## src/rtl/assert_macros.svh

```systemverilog
// Assertion macros used by the tracking band-pass top level
`ifndef ASSERT_MACROS_SVH
`define ASSERT_MACROS_SVH

// Same-cycle implication under synchronous active-low reset
`define AST_SAME(label, clk, rstn, ante, cons) \
    label: assert property (@(posedge clk) disable iff (!(rstn)) (ante) |-> (cons)) \
        else $error("assertion failed");

// Next-cycle implication under synchronous active-low reset
`define AST_NEXT(label, clk, rstn, ante, cons) \
    label: assert property (@(posedge clk) disable iff (!(rstn)) (ante) |=> (cons)) \
        else $error("assertion failed");

`endif

```

## src/rtl/pnco_pkg.sv

```systemverilog
// Types, constants and the half-sine table of the tracking band-pass
`default_nettype none
package pnco_pkg;

    localparam int unsigned STATE_W = 5;

    localparam logic [STATE_W-1:0] ST_IDLE   = 5'd0;
    localparam logic [STATE_W-1:0] ST_MSTEP  = 5'd1;
    localparam logic [STATE_W-1:0] ST_PHASE  = 5'd2;
    localparam logic [STATE_W-1:0] ST_MINT   = 5'd3;
    localparam logic [STATE_W-1:0] ST_INTERP = 5'd4;
    localparam logic [STATE_W-1:0] ST_MNCO   = 5'd5;
    localparam logic [STATE_W-1:0] ST_NCO    = 5'd6;
    localparam logic [STATE_W-1:0] ST_MPD    = 5'd7;
    localparam logic [STATE_W-1:0] ST_PD     = 5'd8;
    localparam logic [STATE_W-1:0] ST_MLE1   = 5'd9;
    localparam logic [STATE_W-1:0] ST_MLE2   = 5'd10;
    localparam logic [STATE_W-1:0] ST_LE     = 5'd11;
    localparam logic [STATE_W-1:0] ST_MEC    = 5'd12;
    localparam logic [STATE_W-1:0] ST_EC     = 5'd13;
    localparam logic [STATE_W-1:0] ST_MDF1   = 5'd14;
    localparam logic [STATE_W-1:0] ST_MDF2   = 5'd15;
    localparam logic [STATE_W-1:0] ST_DF     = 5'd16;
    localparam logic [STATE_W-1:0] ST_MA1    = 5'd17;
    localparam logic [STATE_W-1:0] ST_A1     = 5'd18;
    localparam logic [STATE_W-1:0] ST_MB1    = 5'd19;
    localparam logic [STATE_W-1:0] ST_MB2    = 5'd20;
    localparam logic [STATE_W-1:0] ST_MB3    = 5'd21;
    localparam logic [STATE_W-1:0] ST_MB4    = 5'd22;
    localparam logic [STATE_W-1:0] ST_OUT    = 5'd23;

    // operand pair selects for the shared multiplier
    localparam logic [3:0] SRC_STEP = 4'd0;
    localparam logic [3:0] SRC_INT  = 4'd1;
    localparam logic [3:0] SRC_NCO  = 4'd2;
    localparam logic [3:0] SRC_PD   = 4'd3;
    localparam logic [3:0] SRC_LE1  = 4'd4;
    localparam logic [3:0] SRC_LE2  = 4'd5;
    localparam logic [3:0] SRC_EC   = 4'd6;
    localparam logic [3:0] SRC_DF1  = 4'd7;
    localparam logic [3:0] SRC_DF2  = 4'd8;
    localparam logic [3:0] SRC_A1   = 4'd9;
    localparam logic [3:0] SRC_B1   = 4'd10;
    localparam logic [3:0] SRC_B2   = 4'd11;
    localparam logic [3:0] SRC_B3   = 4'd12;
    localparam logic [3:0] SRC_B4   = 4'd13;

    localparam int unsigned OPW = 18;

    localparam logic signed [OPW-1:0] K_EC_SCALE = 18'sd24932;
    localparam logic signed [OPW-1:0] K_DEC_POLE = 18'sd29839;
    localparam logic signed [OPW-1:0] K_DEC_ZERO = 18'sd2928;
    localparam logic signed [OPW-1:0] K_BP_A1    = 18'sd30212;
    localparam logic signed [OPW-1:0] K_BP_A2    = 18'sd27986;
    localparam logic signed [OPW-1:0] K_BP_B0    = 18'sd2391;

    localparam logic [1:0] REG_AMP   = 2'd0;
    localparam logic [1:0] REG_GAIN  = 2'd1;
    localparam logic [1:0] REG_ALPHA = 2'd2;
    localparam logic [1:0] REG_STEP  = 2'd3;

    typedef struct packed {
        logic       mac_en;
        logic       clr;
        logic       neg;
        logic       shl;
        logic [3:0] src;
        logic       ld_phase;
        logic       ld_lo;
        logic       ld_interp;
        logic       ld_nco;
        logic       ld_pd;
        logic       ld_le;
        logic       ld_ec;
        logic       ld_df;
        logic       ld_a1;
        logic       ld_out;
    } ctl_t;

    function automatic logic [14:0] sine_lookup(input logic [5:0] idx);
        logic [14:0] v;
        case (idx)
            6'd0:  v = 15'd0;
            6'd1:  v = 15'd3212;
            6'd2:  v = 15'd6393;
            6'd3:  v = 15'd9512;
            6'd4:  v = 15'd12539;
            6'd5:  v = 15'd15446;
            6'd6:  v = 15'd18204;
            6'd7:  v = 15'd20787;
            6'd8:  v = 15'd23170;
            6'd9:  v = 15'd25329;
            6'd10: v = 15'd27245;
            6'd11: v = 15'd28898;
            6'd12: v = 15'd30273;
            6'd13: v = 15'd31356;
            6'd14: v = 15'd32137;
            6'd15: v = 15'd32609;
            6'd16: v = 15'd32767;
            6'd17: v = 15'd32609;
            6'd18: v = 15'd32137;
            6'd19: v = 15'd31356;
            6'd20: v = 15'd30273;
            6'd21: v = 15'd28898;
            6'd22: v = 15'd27245;
            6'd23: v = 15'd25329;
            6'd24: v = 15'd23170;
            6'd25: v = 15'd20787;
            6'd26: v = 15'd18204;
            6'd27: v = 15'd15446;
            6'd28: v = 15'd12539;
            6'd29: v = 15'd9512;
            6'd30: v = 15'd6393;
            6'd31: v = 15'd3212;
            default: v = 15'd0;
        endcase
        return v;
    endfunction

endpackage
`default_nettype wire

```

## src/rtl/pnco_mac.sv

```systemverilog
// Shared multiply-accumulate unit with 32-bit wrapping accumulator
`default_nettype none
module pnco_mac (
    input  wire logic                               aclk,
    input  wire logic                               en,
    input  wire logic                               clr,
    input  wire logic                               neg,
    input  wire logic                               shl,
    input  wire logic signed [pnco_pkg::OPW-1:0]    op_a,
    input  wire logic signed [pnco_pkg::OPW-1:0]    op_b,
    output logic         [31:0]                     acc
);
    logic signed [2*pnco_pkg::OPW-1:0] prod;
    logic [31:0] term;
    logic [31:0] base;
    logic [31:0] acc_reg;
    logic [31:0] acc_next;

    always_comb begin
        prod = op_a * op_b;
        term = shl ? {prod[30:0], 1'b0} : prod[31:0];
        if (neg) begin
            term = 32'd0 - term;
        end
        base = clr ? 32'd0 : acc_reg;
        acc_next = base + term;
    end

    always_ff @(posedge aclk) begin
        if (en) begin
            acc_reg <= acc_next;
        end
    end

    assign acc = acc_reg;
endmodule
`default_nettype wire

```

## src/rtl/pnco_seq.sv

```systemverilog
// Sequencer stepping one sample through the shared multiply-accumulate unit
`default_nettype none
module pnco_seq (
    input  wire logic                            aclk,
    input  wire logic                            aresetn,
    input  wire logic                            in_valid,
    input  wire logic                            out_free,
    output logic                                 in_ready,
    output pnco_pkg::ctl_t                       ctl
);
    logic [pnco_pkg::STATE_W-1:0] state_reg;
    logic [pnco_pkg::STATE_W-1:0] state_next;

    always_comb begin
        state_next = state_reg;
        ctl = '0;
        unique case (state_reg)
            pnco_pkg::ST_IDLE: begin
                if (in_valid) begin
                    state_next = pnco_pkg::ST_MSTEP;
                end
            end
            pnco_pkg::ST_MSTEP: begin
                ctl.mac_en = 1'b1; ctl.clr = 1'b1; ctl.src = pnco_pkg::SRC_STEP;
                state_next = pnco_pkg::ST_PHASE;
            end
            pnco_pkg::ST_PHASE: begin
                ctl.ld_phase = 1'b1;
                state_next = pnco_pkg::ST_MINT;
            end
            pnco_pkg::ST_MINT: begin
                ctl.mac_en = 1'b1; ctl.clr = 1'b1; ctl.src = pnco_pkg::SRC_INT;
                ctl.ld_lo = 1'b1;
                state_next = pnco_pkg::ST_INTERP;
            end
            pnco_pkg::ST_INTERP: begin
                ctl.ld_interp = 1'b1;
                state_next = pnco_pkg::ST_MNCO;
            end
            pnco_pkg::ST_MNCO: begin
                ctl.mac_en = 1'b1; ctl.clr = 1'b1; ctl.src = pnco_pkg::SRC_NCO;
                state_next = pnco_pkg::ST_NCO;
            end
            pnco_pkg::ST_NCO: begin
                ctl.ld_nco = 1'b1;
                state_next = pnco_pkg::ST_MPD;
            end
            pnco_pkg::ST_MPD: begin
                ctl.mac_en = 1'b1; ctl.clr = 1'b1; ctl.src = pnco_pkg::SRC_PD;
                state_next = pnco_pkg::ST_PD;
            end
            pnco_pkg::ST_PD: begin
                ctl.ld_pd = 1'b1;
                state_next = pnco_pkg::ST_MLE1;
            end
            pnco_pkg::ST_MLE1: begin
                ctl.mac_en = 1'b1; ctl.clr = 1'b1; ctl.src = pnco_pkg::SRC_LE1;
                state_next = pnco_pkg::ST_MLE2;
            end
            pnco_pkg::ST_MLE2: begin
                ctl.mac_en = 1'b1; ctl.src = pnco_pkg::SRC_LE2;
                state_next = pnco_pkg::ST_LE;
            end
            pnco_pkg::ST_LE: begin
                ctl.ld_le = 1'b1;
                state_next = pnco_pkg::ST_MEC;
            end
            pnco_pkg::ST_MEC: begin
                ctl.mac_en = 1'b1; ctl.clr = 1'b1; ctl.src = pnco_pkg::SRC_EC;
                state_next = pnco_pkg::ST_EC;
            end
            pnco_pkg::ST_EC: begin
                ctl.ld_ec = 1'b1;
                state_next = pnco_pkg::ST_MDF1;
            end
            pnco_pkg::ST_MDF1: begin
                ctl.mac_en = 1'b1; ctl.clr = 1'b1; ctl.src = pnco_pkg::SRC_DF1;
                state_next = pnco_pkg::ST_MDF2;
            end
            pnco_pkg::ST_MDF2: begin
                ctl.mac_en = 1'b1; ctl.src = pnco_pkg::SRC_DF2;
                state_next = pnco_pkg::ST_DF;
            end
            pnco_pkg::ST_DF: begin
                ctl.ld_df = 1'b1;
                state_next = pnco_pkg::ST_MA1;
            end
            pnco_pkg::ST_MA1: begin
                ctl.mac_en = 1'b1; ctl.clr = 1'b1; ctl.src = pnco_pkg::SRC_A1;
                state_next = pnco_pkg::ST_A1;
            end
            pnco_pkg::ST_A1: begin
                ctl.ld_a1 = 1'b1;
                state_next = pnco_pkg::ST_MB1;
            end
            pnco_pkg::ST_MB1: begin
                ctl.mac_en = 1'b1; ctl.clr = 1'b1; ctl.shl = 1'b1;
                ctl.src = pnco_pkg::SRC_B1;
                state_next = pnco_pkg::ST_MB2;
            end
            pnco_pkg::ST_MB2: begin
                ctl.mac_en = 1'b1; ctl.neg = 1'b1; ctl.src = pnco_pkg::SRC_B2;
                state_next = pnco_pkg::ST_MB3;
            end
            pnco_pkg::ST_MB3: begin
                ctl.mac_en = 1'b1; ctl.src = pnco_pkg::SRC_B3;
                state_next = pnco_pkg::ST_MB4;
            end
            pnco_pkg::ST_MB4: begin
                ctl.mac_en = 1'b1; ctl.neg = 1'b1; ctl.src = pnco_pkg::SRC_B4;
                state_next = pnco_pkg::ST_OUT;
            end
            pnco_pkg::ST_OUT: begin
                // hold until the output word slot is free
                if (out_free) begin
                    ctl.ld_out = 1'b1;
                    state_next = pnco_pkg::ST_IDLE;
                end
            end
            default: begin
                state_next = pnco_pkg::ST_IDLE;
            end
        endcase
    end

    always_ff @(posedge aclk) begin
        if (!aresetn) begin
            state_reg <= pnco_pkg::ST_IDLE;
        end else begin
            state_reg <= state_next;
        end
    end

    assign in_ready = (state_reg == pnco_pkg::ST_IDLE);
endmodule
`default_nettype wire

```

## src/rtl/pll_nco_tracking_bandpass.sv

```systemverilog
// The shared multiply-accumulate unit runs 14 products in sequence for each input word,
// interleaved with register loads; the sequencer then holds until the output slot is free
// and returns to idle, the only state that takes the next input word.
// A new input word is taken while the previous result still waits at the output register.
// Reset (aresetn, synchronous, active low) zeroes all filter state and reloads register defaults.
`default_nettype none
module pll_nco_tracking_bandpass #(
    parameter int unsigned DECIMATION = 32
) (
    input  wire logic               aclk,
    input  wire logic               aresetn,
    input  wire logic               s_valid,
    output logic                    s_ready,
    input  wire logic signed [15:0] s_sample_in,
    output logic                    m_valid,
    input  wire logic               m_ready,
    output logic signed [15:0]      m_nco_out,
    output logic signed [15:0]      m_band_out,
    input  wire logic               cfg_valid,
    output logic                    cfg_ready,
    input  wire logic [7:0]         cfg_index,
    input  wire logic [15:0]        cfg_data
);
    `include "assert_macros.svh"

    localparam int unsigned OPW = pnco_pkg::OPW;

    pnco_pkg::ctl_t ctl;
    logic [31:0] acc;
    logic signed [OPW-1:0] op_a;
    logic signed [OPW-1:0] op_b;
    logic out_free;

    logic [14:0] amp_reg, gain_reg, alpha_reg, cstep_reg;
    logic signed [15:0] x_reg, phase_reg, lo_reg, interp_reg, nco_reg, pd_reg;
    logic signed [15:0] le_reg, ec_reg, df_reg, held_reg, a1_reg;
    logic signed [15:0] xi0_reg, xi1_reg, y0_reg, y1_reg;
    logic [5:0] dcnt_reg;
    logic [5:0] dcnt_next;
    logic m_valid_reg;
    logic signed [15:0] nco_out_reg, band_out_reg;

    logic [5:0] tab_idx;
    logic signed [16:0] lo_s, hi_s;
    logic signed [OPW-1:0] diff;
    logic [14:0] frac;
    logic [14:0] kf_tab;
    logic [14:0] kf_mag;
    logic signed [OPW-1:0] two_kf;
    logic signed [15:0] y_new;

    assign cfg_ready = 1'b1;
    assign out_free = !m_valid_reg || m_ready;

    pnco_seq u_seq (
        .aclk     (aclk),
        .aresetn  (aresetn),
        .in_valid (s_valid),
        .out_free (out_free),
        .in_ready (s_ready),
        .ctl      (ctl)
    );

    pnco_mac u_mac (
        .aclk (aclk),
        .en   (ctl.mac_en),
        .clr  (ctl.clr),
        .neg  (ctl.neg),
        .shl  (ctl.shl),
        .op_a (op_a),
        .op_b (op_b),
        .acc  (acc)
    );

    // sine entries around the phase, sign-flipped in the lower half-turn
    always_comb begin
        tab_idx = {1'b0, phase_reg[14:10]};
        lo_s = 17'(signed'({2'b00, pnco_pkg::sine_lookup(tab_idx)}));
        hi_s = 17'(signed'({2'b00, pnco_pkg::sine_lookup(tab_idx + 6'd1)}));
        if (phase_reg[15]) begin
            lo_s = -lo_s;
            hi_s = -hi_s;
        end
        diff = OPW'(hi_s) - OPW'(lo_s);
        frac = {phase_reg[9:0], 5'b0};
        kf_tab = pnco_pkg::sine_lookup({1'b0, held_reg[15:11]});
        kf_mag = 15'((16'(kf_tab) + 16'd1) >> 1);
        two_kf = held_reg[15] ? OPW'({kf_mag, 1'b0}) : -OPW'({kf_mag, 1'b0});
    end

    always_comb begin
        op_a = '0;
        op_b = '0;
        case (ctl.src)
            pnco_pkg::SRC_STEP: begin op_a = OPW'(gain_reg);  op_b = OPW'(le_reg); end
            pnco_pkg::SRC_INT:  begin op_a = diff;            op_b = OPW'(frac); end
            pnco_pkg::SRC_NCO:  begin op_a = OPW'(amp_reg);   op_b = OPW'(interp_reg); end
            pnco_pkg::SRC_PD:   begin op_a = OPW'(x_reg);     op_b = OPW'(nco_reg); end
            pnco_pkg::SRC_LE1:  begin op_a = OPW'(alpha_reg); op_b = OPW'(le_reg); end
            pnco_pkg::SRC_LE2:  begin op_a = {3'b000, ~alpha_reg}; op_b = OPW'(pd_reg); end
            pnco_pkg::SRC_EC:   begin op_a = OPW'(le_reg);    op_b = pnco_pkg::K_EC_SCALE; end
            pnco_pkg::SRC_DF1:  begin op_a = pnco_pkg::K_DEC_POLE; op_b = OPW'(df_reg); end
            pnco_pkg::SRC_DF2:  begin op_a = pnco_pkg::K_DEC_ZERO; op_b = OPW'(ec_reg); end
            pnco_pkg::SRC_A1:   begin op_a = two_kf;          op_b = pnco_pkg::K_BP_A1; end
            pnco_pkg::SRC_B1:   begin op_a = OPW'(a1_reg);    op_b = OPW'(y0_reg); end
            pnco_pkg::SRC_B2:   begin op_a = pnco_pkg::K_BP_A2; op_b = OPW'(y1_reg); end
            pnco_pkg::SRC_B3:   begin op_a = pnco_pkg::K_BP_B0; op_b = OPW'(x_reg); end
            pnco_pkg::SRC_B4:   begin op_a = pnco_pkg::K_BP_B0; op_b = OPW'(xi1_reg); end
            default: begin op_a = '0; op_b = '0; end
        endcase
    end

    assign y_new = acc[30:15];

    always_comb begin
        dcnt_next = dcnt_reg + 6'd1;
        if (dcnt_next == 6'(DECIMATION)) begin
            dcnt_next = 6'd0;
        end
    end

    always_ff @(posedge aclk) begin
        if (!aresetn) begin
            amp_reg <= 15'd32767;
            gain_reg <= 15'd27853;
            alpha_reg <= 15'd31523;
            cstep_reg <= 15'd16384;
            phase_reg <= '0;
            le_reg <= '0;
            df_reg <= '0;
            held_reg <= '0;
            dcnt_reg <= '0;
            xi0_reg <= '0;
            xi1_reg <= '0;
            y0_reg <= '0;
            y1_reg <= '0;
            m_valid_reg <= 1'b0;
        end else begin
            if (cfg_valid && cfg_ready && cfg_index[7:2] == 6'd0) begin
                unique case (cfg_index[1:0])
                    pnco_pkg::REG_AMP:   amp_reg <= cfg_data[14:0];
                    pnco_pkg::REG_GAIN:  gain_reg <= cfg_data[14:0];
                    pnco_pkg::REG_ALPHA: alpha_reg <= cfg_data[14:0];
                    pnco_pkg::REG_STEP:  cstep_reg <= cfg_data[14:0];
                    default: ;
                endcase
            end
            if (ctl.ld_phase) begin
                phase_reg <= phase_reg + 16'(cstep_reg) + acc[30:15];
            end
            if (ctl.ld_le) begin
                le_reg <= acc[30:15];
            end
            if (ctl.ld_df) begin
                df_reg <= acc[30:15];
                dcnt_reg <= dcnt_next;
                if (dcnt_next == 6'd0 && (dcnt_reg + 6'd1) == 6'(DECIMATION)) begin
                    held_reg <= acc[30:15];
                end
            end
            if (ctl.ld_out) begin
                y1_reg <= y0_reg;
                y0_reg <= y_new;
                xi1_reg <= xi0_reg;
                xi0_reg <= x_reg;
                m_valid_reg <= 1'b1;
            end else if (m_ready) begin
                m_valid_reg <= 1'b0;
            end
        end
    end

    // payload registers
    always_ff @(posedge aclk) begin
        if (s_valid && s_ready) begin
            x_reg <= s_sample_in;
        end
        if (ctl.ld_lo) begin
            lo_reg <= lo_s[15:0];
        end
        if (ctl.ld_interp) begin
            interp_reg <= lo_reg + acc[30:15];
        end
        if (ctl.ld_nco) begin
            nco_reg <= acc[30:15];
        end
        if (ctl.ld_pd) begin
            pd_reg <= acc[30:15];
        end
        if (ctl.ld_ec) begin
            ec_reg <= acc[29:14];
        end
        if (ctl.ld_a1) begin
            a1_reg <= acc[30:15];
        end
        if (ctl.ld_out) begin
            nco_out_reg <= nco_reg;
            band_out_reg <= y_new;
        end
    end

    assign m_valid = m_valid_reg;
    assign m_nco_out = nco_out_reg;
    assign m_band_out = band_out_reg;

    `AST_NEXT(a_busy_after_accept, aclk, aresetn, s_valid && s_ready, !s_ready)
    `AST_SAME(a_out_load_free, aclk, aresetn, ctl.ld_out, !m_valid_reg || m_ready)
    `AST_SAME(a_dcnt_below, aclk, aresetn, 1'b1, dcnt_reg != 6'(DECIMATION))
    `AST_SAME(a_mac_idle, aclk, aresetn, s_ready, !ctl.mac_en)
endmodule
`default_nettype wire
```

## config.mk

```make
export PLATFORM = sky130hd
export DESIGN_NAME = pll_nco_tracking_bandpass
export DESIGN_NICKNAME = d
export VERILOG_FILES = /design/src/rtl/pnco_pkg.sv /design/src/rtl/pnco_mac.sv /design/src/rtl/pnco_seq.sv /design/src/rtl/pll_nco_tracking_bandpass.sv
export VERILOG_INCLUDE_DIRS = /design/src /design/src/rtl
export SDC_FILE = /design/constraint.sdc
export NUM_CORES = 2
export LEC_CHECK = 0
export BUFFER_PORTS_ARGS = -buffer_cell sky130_fd_sc_hd__buf_2
export CAP_MARGIN = 0
export CORE_MARGIN = 3
export CORE_UTILIZATION = 51
export DETAILED_ROUTE_END_ITERATION = 10
export PLACE_DENSITY = 0.65
export REMOVE_ABC_BUFFERS = 1
export SYNTH_ARGS = -nofsm -noshare
export SYNTH_HDL_FRONTEND = slang
export SYNTH_SLANG_ARGS = --single-unit
```

## constraint.sdc

```tcl
create_clock -name aclk -period 29.8 [get_ports aclk]
set_input_delay 4.47 -clock aclk [delete_from_list [all_inputs] [get_ports aclk]]
set_output_delay 4.47 -clock aclk [all_outputs]
set_load 0.005 [all_outputs]
```

==> impl_results.md <==
* Worst setup path startpoint: phase_reg[11]$_SDFFE_PN0N_
* Static Leak at 16.50 nW
* Comb power frac at 26.8%
* # rows at between 90 and 100
* Net Sw Frac at around a third
* Worst Hold Class: flip-flop to flip-flop
* # setup viols final at 0
* Initial Utilization at between 50 and 60%
* Vias per cell at ~5.9
* Critical Path Sink Type: flip-flop
* Die H at 268.5 um
* Ys flop type: dfxtp_1
* Worst Hold Launch: xi0_reg[12]$_SDFFE_PN0P_
* Netlist cell types at 102
* First-pass GRT wire length at 164.1 mm
* Layout Skew at between 0.015 and 0.02 ns
* Worst R2R End: u_mac.acc[29]$_DFFE_PP_
* Share of layout cells above drive strength 1 at 6.888%
* Async S/R FF share, synth at 0%
* Final Wtd Congestion at 0.9346
* Iter 0 DRT Violations at between 3000 and 4000
* Worst VDD drop at between 40 and 50 uV
* H-tree depth at 2
* Clock Pin Slew Worst Setup and Hold Paths at around 0.060 ns
* Slowest cell on crit path: dfxtp_1
* CP peak stage delay at about 0.79 ns
* Mapped Area at about 35000 um^2
* CTS sink count at around 390
* Cts hold-fix bufs at 0
* CP startpoint kind: flip-flop
* Worst r2r src: phase_reg[11]$_SDFFE_PN0N_
* First drt pass iteration count at 6
* Cell area power density at a little over 40 nW/um^2
* DP HPWL at between 70 and 80 mm
* Max-Cap Viols at 0
* Register-to-register setup slack at between 15 and 20 ns
* Slew Viols, Final at 0
* Placed cells at around 4900
* Ports at 80
* Syn Inst Count at approximately 4100
* Worst EP arrival at approximately 15 ns
* Minimum clock period at between 10 and 15 ns
* Vias at a little under 30000
* Critical path type: flip-flop to flip-flop
* Post-CTS setup buffer count at 0
* Filler cells at approximately 6200
* Core area at a little under 70000 um^2
* Mean Syn Cell Area at roughly 8.5 um^2
* Synthesis-to-layout area growth at 7.689%
* All-Layer GR Usage at roughly 30%
* Fmax at a little under 70 MHz
* Sequential area share after synthesis at a little over a quarter
* Worst-Margin Slew at roughly 1.3 ns
* Worst-Skew Late Latency at 0.58 ns
* Die area at 72070 um^2
* Setup TNS at 0 ns
* Critical Path Fanout Max at 30
* # DRC at 0
* CTS Buf Count at 41
* R2r worst-path depth at between 50 and 60
* Initial antenna violation count at 1
* Grt total ovfl at 0
* Final wirelength at approximately 110 mm
* Final WS setup at between 15 and 20 ns
* Unrepaired setup endpoints after global routing: false
* Switching power at around 510 uW
* Antenna viol nets, final at 0
* Outcome: completed
* Warnings, synthesis at 0
* CTS Buffer Depth at 3
* Vias in the first global route at 27530
* Required time worst endpoint at ~30 ns
* Die span in x at approximately 270 um
* Worst slack, placed at 15.49 ns
* Clock root cell: clkbuf_16
* Post-synth EDFFs at between 150 and 200
* Final net count at 4671
* Final design utilization at between 50 and 60%
* Internal power at about 1.0 mW
* Hold Crit Endpoint: xi1_reg[12]$_SDFFE_PN0P_
* Post-synthesis register bit count at slightly below 400
* Final Hold Fails at 0
* Relative slew slack at between 10% and 20%
* Largest net degree at the start of global routing at 95
* Reg power frac at just under 40%
* CTS tree: built
* Post_cts resized at 0
* Power share of the clock group at roughly a third
* IO Port Bufs at just under 80
* WHS Path Cells at 2
* Max reg flops at 31
* Fin crit share at 48.66%
* Post-route non-filler standard cell count at about 5000
* Post-DR wirelength/cell at 21.26 um
==> layer usage <==
metal  vias to the layer above  global-route usage, %  wire (um)
li1                      13950                      -          -
met1                     14450                  42.74      46200
met2                      1237                  46.55      47920
met3                       180                  4.179       9342
met4                         0                  8.986       3385
met5                         -                      0          0
==> power groups by stage <==
| stage | sequential [mW] | combinational (mW) | clock (mW) |
|---|---|---|---|
| after floorplan | 0.617 | 0.288 | 0 |
| after global placement | 0.625 | 0.403 | 0 |
| after detailed placement | 0.625 | 0.405 | 0 |
| after CTS | 0.614 | 0.407 | 0.523 |
| after global routing | 0.615 | 0.455 | 0.545 |
| final | 0.614 | 0.414 | 0.520 |
==> cells in the mapped netlist, types with 31 or more instances <==
master    number  area (um^2)
a211oi_1      36        270.3
a21o_1        44        330.3
a21oi_1      300         1501
a22oi_1       53        397.9
and2_1        67        419.2
clkbuf_1     178        668.1
dfxtp_1      219         4384
edfxtp_1     175         5255
fa_1         305         6106
ha_1         202         2527
inv_1        475         1783
mux2i_1       36        360.4
nand2_1      703         2639
nand2b_1      31        193.9
nand3_1       91        455.4
nor2_1       321         1205
nor3_1        67        335.3
o21ai_0      145        725.7
xnor2_1      117         1025
xor2_1        57        499.2
==> worst max path at each step <==
stage,endpoint,slack (ns),cells after the start
CTS,u_mac.acc[29]$_DFFE_PP_,15.47,51
global route,u_mac.acc[29]$_DFFE_PP_,14.35,52
detailed placement,u_mac.acc[29]$_DFFE_PP_,15.49,51
finish,u_mac.acc[29]$_DFFE_PP_,15.30,52
floorplan,u_mac.acc[29]$_DFFE_PP_,16.98,54
global placement,u_mac.acc[29]$_DFFE_PP_,15.53,51
==> layout by cell type, fill, tap and decap left out, types with 31 or more instances in the layout <==
| cell | n |
|---|---|
| clkbuf_16 | 42 |
| buf_4 | 81 |
| nand3_1 | 91 |
| a21oi_1 | 298 |
| a22oi_1 | 53 |
| a21o_1 | 44 |
| nor3_1 | 63 |
| inv_1 | 473 |
| o21ai_0 | 145 |
| fa_1 | 305 |
| ha_1 | 202 |
| dfxtp_1 | 219 |
| mux2i_1 | 36 |
| nand2_1 | 703 |
| edfxtp_1 | 175 |
| nand2b_1 | 31 |
| buf_2 | 77 |
| a211oi_1 | 32 |
| and2_1 | 67 |
| xor2_1 | 57 |
| xnor2_1 | 117 |
| nor2_1 | 318 |
==> area by class of cell <==
| cell class | instances | area [um^2] | area share [%] |
|---|---|---|---|
| clock inverter | 15 | 175.2 | 0.4630 |
| timing repair buffer | 158 | 993.5 | 2.626 |
| tap | 873 | 1092 | 2.887 |
| sequential | 394 | 9639 | 25.48 |
| clock buffer | 61 | 1162 | 3.072 |
| multi-input combinational | 3043 | 22960 | 60.68 |
| antenna | 1 | 2.502 | 0.006614 |
| inverter | 481 | 1809 | 4.782 |
==> cell families (layout without fill, tap and decap cells) <==
family,count (synthesis),count (layout),share of synthesized area (%)
AND/OR/NAND/NOR,1430,1430,17.98
AO/OA/AOI/OAI,888,888,16.82
buffers and inverters,691,715,7.461
adder cells (fa/ha/maj),507,507,24.57
flip-flops,394,394,27.44
XOR/XNOR,176,176,4.466
multiplexers,41,41,1.250
other,1,2,0.01067
==> per-stage QoR <==
step / hold WS (ns) / area (um^2) / power (mW)
final: 0.4381 / 37830 / 1.548
after global routing: 0.4672 / 37830 / 1.615
after CTS: 0.4338 / 37830 / 1.544
after detailed placement: 0.4401 / 36490 / 1.030
after global placement: 0.4367 / 36490 / 1.028
after floorplan: 0.4174 / 34320 / 0.9045
==> critical path: cells and delay by family (launching register included) <==
| family | cells | cell delay [ns] |
|---|---|---|
| flops | 1 | 0.79 |
| xor+xnor | 3 | 0.49 |
| simple gates | 13 | 2.66 |
| fa+ha+maj | 12 | 4.97 |
| mux | 1 | 0.16 |
| buf+inv | 7 | 0.97 |
| compound gates | 16 | 4.18 |
No activity file was read; power rests on OpenSTA's default activity.
